==> config.mk <==
export PLATFORM = sky130hd
export DESIGN_NAME = mlpf_ram
export DESIGN_NICKNAME = d
export VERILOG_FILES = /design/src/hdl/multi_level_priority_fifo_macros.svh /design/src/hdl/mlpf_ram.sv
export SDC_FILE = /design/constraint.sdc
export NUM_CORES = 2
export LEC_CHECK = 0
export ABC_AREA = 1
export ABC_CLOCK_PERIOD_IN_PS = 7900
export BUFFER_PORTS_ARGS = -buffer_cell sky130_fd_sc_hd__buf_2
export CAP_MARGIN = 10
export CORE_ASPECT_RATIO = 1.75
export CORE_MARGIN = 2
export CORE_UTILIZATION = 25
export CTS_CLUSTER_DIAMETER = 120
export DETAILED_ROUTE_END_ITERATION = 16
export GPL_ROUTABILITY_DRIVEN = 0
export PLACE_DENSITY_LB_ADDON = 0.15
export SYNTH_ARGS = -nofsm -noshare
export SYNTH_HDL_FRONTEND = slang
export SYNTH_SLANG_ARGS = --single-unit
==> constraint.sdc <==
create_clock -name clock -period 7.9 [get_ports clock]
set_clock_uncertainty 0.1 [all_clocks]
set_input_delay 0.395 -clock clock [delete_from_list [all_inputs] [get_ports clock]]
set_output_delay 0.395 -clock clock [all_outputs]
set_load 0.01 [all_outputs]
==> src/hdl/multi_level_priority_fifo_macros.svh <==
// Assertion macros shared by the priority queue RTL.
// Depends on nothing; included by the files that carry assertions.
`ifndef MULTI_LEVEL_PRIORITY_FIFO_MACROS_SVH
`define MULTI_LEVEL_PRIORITY_FIFO_MACROS_SVH

`ifndef SYNTHESIS

// Implication checked in the same cycle, suspended during reset.
`define MLPF_ASSERT_IMP(label, clk, rst, ante, cons, msg) \
   label: assert property (@(posedge clk) disable iff (rst) (ante) |-> (cons)) \
      else $error(msg);

// Implication checked in the cycle after the antecedent, active during reset as well.
`define MLPF_ASSERT_NEXT(label, clk, ante, cons, msg) \
   label: assert property (@(posedge clk) (ante) |=> (cons)) \
      else $error(msg);

`else

`define MLPF_ASSERT_IMP(label, clk, rst, ante, cons, msg)
`define MLPF_ASSERT_NEXT(label, clk, ante, cons, msg)

`endif

`endif

==> src/hdl/mlpf_ram.sv <==
// Generic single-clock RAM: one write port, one read port, registered read.
// Depends on nothing; instanced by the priority queue top level.
module mlpf_ram #(
   parameter int WIDTH = 32,
   parameter int DEPTH = 64
) (
   input  logic                     clock,
   input  logic                     wr_en,
   input  logic [$clog2(DEPTH)-1:0] wr_addr,
   input  logic [WIDTH-1:0]         wr_data,
   input  logic                     rd_en,
   input  logic [$clog2(DEPTH)-1:0] rd_addr,
   output logic [WIDTH-1:0]         rd_data
);

   logic [WIDTH-1:0] mem_ff [DEPTH];
   logic [WIDTH-1:0] rd_data_ff;

   always_ff @(posedge clock) begin
      if (wr_en) begin
         mem_ff[wr_addr] <= wr_data;
      end
      if (rd_en) begin
         rd_data_ff <= mem_ff[rd_addr];
      end
   end

   assign rd_data = rd_data_ff;

endmodule

-- Yosys cells after proc, flatten, opt, wreduce, memory -nomap -nowiden
Memories as Yosys holds them, arrays and structs flattened. A register that Yosys moved wholly into a read port is not among the register bits.
Index checks and enable logic that the tools add are counted.
- multiplexer cells: 2
- operator list (operator ; count):
    $mux W1 ; 2
- register bits after elaboration: 0
- memories kept: 1
- bits of input ports: 47
- word-level logic and storage cells: 3
- bits in writable memories: 2048
- output and inout bits: 32
- memory list (memory ; depth ; bits a word ; rd ports ; clocked after memory_dff ; write ports ; line ; source):
    mem_ff ; 64 ; 32 ; 1 ; 1 ; 1 ; mlpf_ram.sv:16 ; logic [WIDTH-1:0] mem_ff [DEPTH];

-- Longest topological paths before layout
- depth after elaboration: 2
- depth in mapped cells: 13

-- Least setup slack after synthesis
Ideal clock, no wire load.
- kind: input -> register
- from: input wr_en
- to: memory mem_ff[48][0] (enable)
- library setup time: 0.502 ns
- path slack: 3.275 ns
- data required time: 7.298 ns
- arrival: 4.023 ns
- path buffers: 1
- stages on the path: 3
- cells stage by stage: clkbuf_1 nand4_1 nor4_1
- cells in the longest elaborated chain, start to end: 2
- RTL lines (element ; line ; source):
    start, declared ; mlpf_ram.sv:8 ; input logic wr_en,
    $mux W1 ; mlpf_ram.sv:20 ; if (wr_en) begin
    $mux W1 (implied by the code) ; mlpf_ram.sv:21 ; mem_ff[wr_addr] <= wr_data;
    end, declared ; mlpf_ram.sv:16 ;
No other way between the ends.

-- Worst setup path after layout
- from: input wr_addr[2]
- to: memory mem_ff[57][9] (enable)
- RTL lines (element ; line ; source):
    start, declared ; mlpf_ram.sv:9 ; input logic [$clog2(DEPTH)-1:0] wr_addr,
No word-level cell before the write port.

==> results.txt <==
The synthesized design devotes to its leading area cell type 75.2% of total area. The part of the power in the clock network was 40.5%. The class of the most critical setup path was primary input to flip-flop.

The worst-case IR drop observed on VDD is 0.000145 V. The number of buffers added on ports works out to 78. The flow ran to the end, and the final reports show no timing, DRC or antenna violations. The area added between synthesis and finish is 13.9%, and the worst stage delay on the critical path is 0.96 ns. Count of pins on the block boundary: 79.

In the final design database the tool counted 6798 nets. Summed over all layers, the global routing overflow is 0. Summing all multi-input logic gate instances after layout gives 18800 um2.

The final HPWL from detailed placement was 149000 um. In this run, the combinational gates consume 6.1% of the power. The tool flagged a number of max-cap violations equal to 0.

Power comes to 23.0 mW. The run gives 8.31 ns as the worst path required time. For this configuration, the core starts out at a cell density of 25.1%. The slowest stage of the critical path belongs to the cell sky130_fd_sc_hd__nor2_4. The global-route wire length before repair was 404000 um. For the number of buffers between clock root and the deepest sink, the log shows 4. The worst setup path is launched from a primary input.

Synthesis instantiated 15 different standard cells from the library. In this run, synthesis inferred 2080 flip-flops with an integrated enable. In this run the static leakage power is 32.1 nW. The power dissipated by switching net loads came out at 5.33 mW.

Post-CTS repair changed the size of 0 cells. The clock net in this run drives a total of 2080 sinks. The run gives 194 as the TritonCTS buffer count.

Registers are responsible for 53.5% of the overall power. The actual transition at the worst max-transition pin is 1.34 ns. In this run the core area contains 280 standard-cell rows. The tools report the top achievable clock speed as 0.307 GHz. Entering global routing, the biggest net connects 163 pins.

The minimum period implied by the final worst setup slack works out to 3.26 ns. sky130_fd_sc_hd__edfxtp_1 takes more of the synthesized area than any other cell. Setup repair after global routing left no endpoint under its margin. The endpoint identified for the worst register-to-register timing path is rd_data[31].

Final max-slew violation count: 0. Fill cells in the final layout number 34100. Register area: 62500 um2. The smallest hold slack came out at 0.0909 ns. For this block, the initial DRC count from the detailed router was 3507. The run gives 0 as the count of antenna-violating nets left after detailed routing.

Synthesis produced a netlist whose cell count is 6769. The logs give 10.8% for the worst slew slack as a fraction of its limit and 5 for the count of TritonRoute iterations in the first routing pass. The worst reg2reg path depth works out to 8. Setup violations remaining at the end of the flow were counted as 0. After layout, the worst path uses 41.3% of the clock period. Traced cell by cell, the critical path runs through dlygate4sd3_1 -> buf_2 -> inv_1 -> nand4_1 -> nor2_4 -> buf_4. The logs give 17.7 mW for the total internal power and 10900 for the count of placed standard cells including taps. The H-tree was split into 4 levels. The clock insertion delay at the later pin of the skew report was 0.86 ns; the cell area after synthesis was 83100 um2.

The post-route netlist has 8.01% of its cells at a drive strength greater than 1. The clock-pin slew on the worst setup and hold paths came out at 0.07 ns. Sorting the synthesized cells by how often they occur yields sky130_fd_sc_hd__nand2_1 (2248), sky130_fd_sc_hd__edfxtp_1 (2080), sky130_fd_sc_hd__nand3_1 (1907). The total wirelength of the detailed-routed design is 284000 um, and the power per unit of standard cell area is 243 nW/um2. The most common flop cell mapped by yosys was sky130_fd_sc_hd__edfxtp_1. After synthesis, flip-flops and latches occupy 75.2% of the total area. The die covers 337000 um2.

The area of the core region is 331000 um2. The tools report the reg-to-reg startpoint as mem_ff[56][31]. Dividing the detail-routed wire length by the instance count gives 25.2 um. TritonCTS built the clock tree.

The cell sitting at the root of the clock tree is a sky130_fd_sc_hd__clkbuf_16. The post-route setup TNS was 0 ns. The signal arrival time at the worst endpoint is 3.67 ns, and the mean cell area of the mapped netlist is 12.3 um2. The peak fanout along the critical path was 17. The worst setup path is captured at a flip-flop.

Final non-filler cell total: 11300. For the post-synthesis net count, the log shows 6816. In this run the horizontal extent of the chip is 440 um. The tools report the vias after detailed routing as 52700.

Tracing the worst setup path back leads to its startpoint at wr_addr[2]. Count of yosys warnings during synthesis: 0. Yosys instantiated no cell more often than sky130_fd_sc_hd__nand2_1. The via count normalized by instance count is 4.67. Net switching is 23.2% of the power. The logs give 6.09 ns for the register-to-register path setup slack and 0 for the final routed DRC violation total. Of all flip-flops after synthesis, the portion carrying an async set or reset was 0%. The worst hold path belongs to the class primary input to flip-flop.

The die is 767 um tall. The via count of the first global-routing pass was 52100. By area the synthesized netlist is led by sky130_fd_sc_hd__edfxtp_1 (75%), sky130_fd_sc_hd__nand3_1 (11%), sky130_fd_sc_hd__nand2_1 (10%). The number of antenna violations at the first check in global routing came out at 20.

The overall track demand over capacity in global routing is 16.5%, and the final number of hold-violating endpoints is 0. Post-synthesis sequential element count: 2080. Following the worst setup path forward leads to its endpoint at mem_ff[57][9].
[worst min path at each step]
| stage | cells past startpoint | startpoint | end | slack (ns) |
|---|---|---|---|---|
| 2_1_floorplan | 0 | wr_data[0] | mem_ff[0][0] | 0.39 |
| 3_3_place_gp | 1 | rd_data[30] | rd_data[30] | 0.72 |
| 3_5_place_dp | 1 | rd_data[0] | rd_data[0] | 0.73 |
| 4_1_cts | 3 | wr_addr[1] | mem_ff[52][0] | 0.06 |
| 5_1_grt | 2 | wr_data[1] | mem_ff[55][1] | 0.11 |
| 6_report | 2 | wr_data[5] | mem_ff[59][5] | 0.09 |
[critical path: cells and delay by family]
family | cells | cell delay (ns)
buffers and inverters | 4 | 1.50
and+or+nand+nor | 2 | 1.73
[area by class of cell]
cell class                 instances  share of cell area, %
sequential                      2080                   66.0
inverter                          12                 0.0886
tap                             4371                   5.78
clock buffer                     234                   5.40
clock inverter                   105                  0.920
timing repair buffer             235                   1.93
multi-input combinational       4228                   19.8
antenna                            7                 0.0185
[placed cells by master, fill, tap and decap left out]
cell | Yosys | final
sky130_fd_sc_hd__inv_4 | 1 | 1
sky130_fd_sc_hd__inv_1 | 9 | 7
sky130_fd_sc_hd__clkinv_4 | 0 | 2
sky130_fd_sc_hd__buf_12 | 0 | 17
sky130_fd_sc_hd__inv_6 | 0 | 2
sky130_fd_sc_hd__buf_8 | 2 | 3
sky130_fd_sc_hd__clkinv_2 | 0 | 33
sky130_fd_sc_hd__clkbuf_8 | 0 | 1
sky130_fd_sc_hd__inv_16 | 0 | 1
sky130_fd_sc_hd__buf_2 | 282 | 73
sky130_fd_sc_hd__dlygate4sd3_1 | 0 | 3
sky130_fd_sc_hd__buf_4 | 45 | 138
sky130_fd_sc_hd__edfxtp_1 | 2080 | 2080
sky130_fd_sc_hd__nand2_1 | 2248 | 2248
sky130_fd_sc_hd__nor2_4 | 0 | 56
sky130_fd_sc_hd__diode_2 | 0 | 7
sky130_fd_sc_hd__nand3_1 | 1907 | 1907
sky130_fd_sc_hd__bufinv_16 | 0 | 16
sky130_fd_sc_hd__clkbuf_16 | 0 | 199
sky130_fd_sc_hd__clkbuf_1 | 77 | 35
sky130_fd_sc_hd__inv_8 | 0 | 2
sky130_fd_sc_hd__nand4_1 | 9 | 9
sky130_fd_sc_hd__clkinv_1 | 0 | 53
sky130_fd_sc_hd__nor4_2 | 0 | 8
[layer usage]
metal / GRT usage [%] / routed length, um
met1: 20.2 / 116000
met2: 30.4 / 150000
met3: 1.58 / 9060
met4: 4.73 / 7900
met5: 0 / 50
[per-stage QoR]
step	worst slack (ns)	instance area (um2)	utilization, %
CTS	4.63	94600	28.5
floorplan	3.28	83100	-
global route	4.47	94600	28.5
detailed placement	3.85	88600	26.7
finish	4.64	94600	28.5
global placement	3.87	88600	26.7
[registers in the layout, indices dropped and copies added, names as in the netlist]
register	cells
mem_ff	2048
rd_data	32
[timing repair]
action                    4_1_cts  5_1_grt
buffers inserted                0        0
hold endpoints to repair        4       16
hold buffers                    2        1
[power groups by stage]
stage               Sequential [mW]  Combinational (mW)  Clock, mW
global placement               12.5                1.43          0
detailed placement             12.5                1.43          0
CTS                            12.3                1.44       9.57
global route                   12.3                1.54       9.89
floorplan                      12.5               0.751          0
finish                         12.3                1.40       9.30
[cells by family (layout without fill, tap and decap cells)]
family / after synthesis / after routing / synth area share, %
other cells: 0 / 7 / 0
flops: 2080 / 2080 / 75.2
simple gates: 4228 / 4228 / 22.0
buf+inv: 461 / 586 / 2.77
Note: power is estimated with default switching activity, not from simulation.
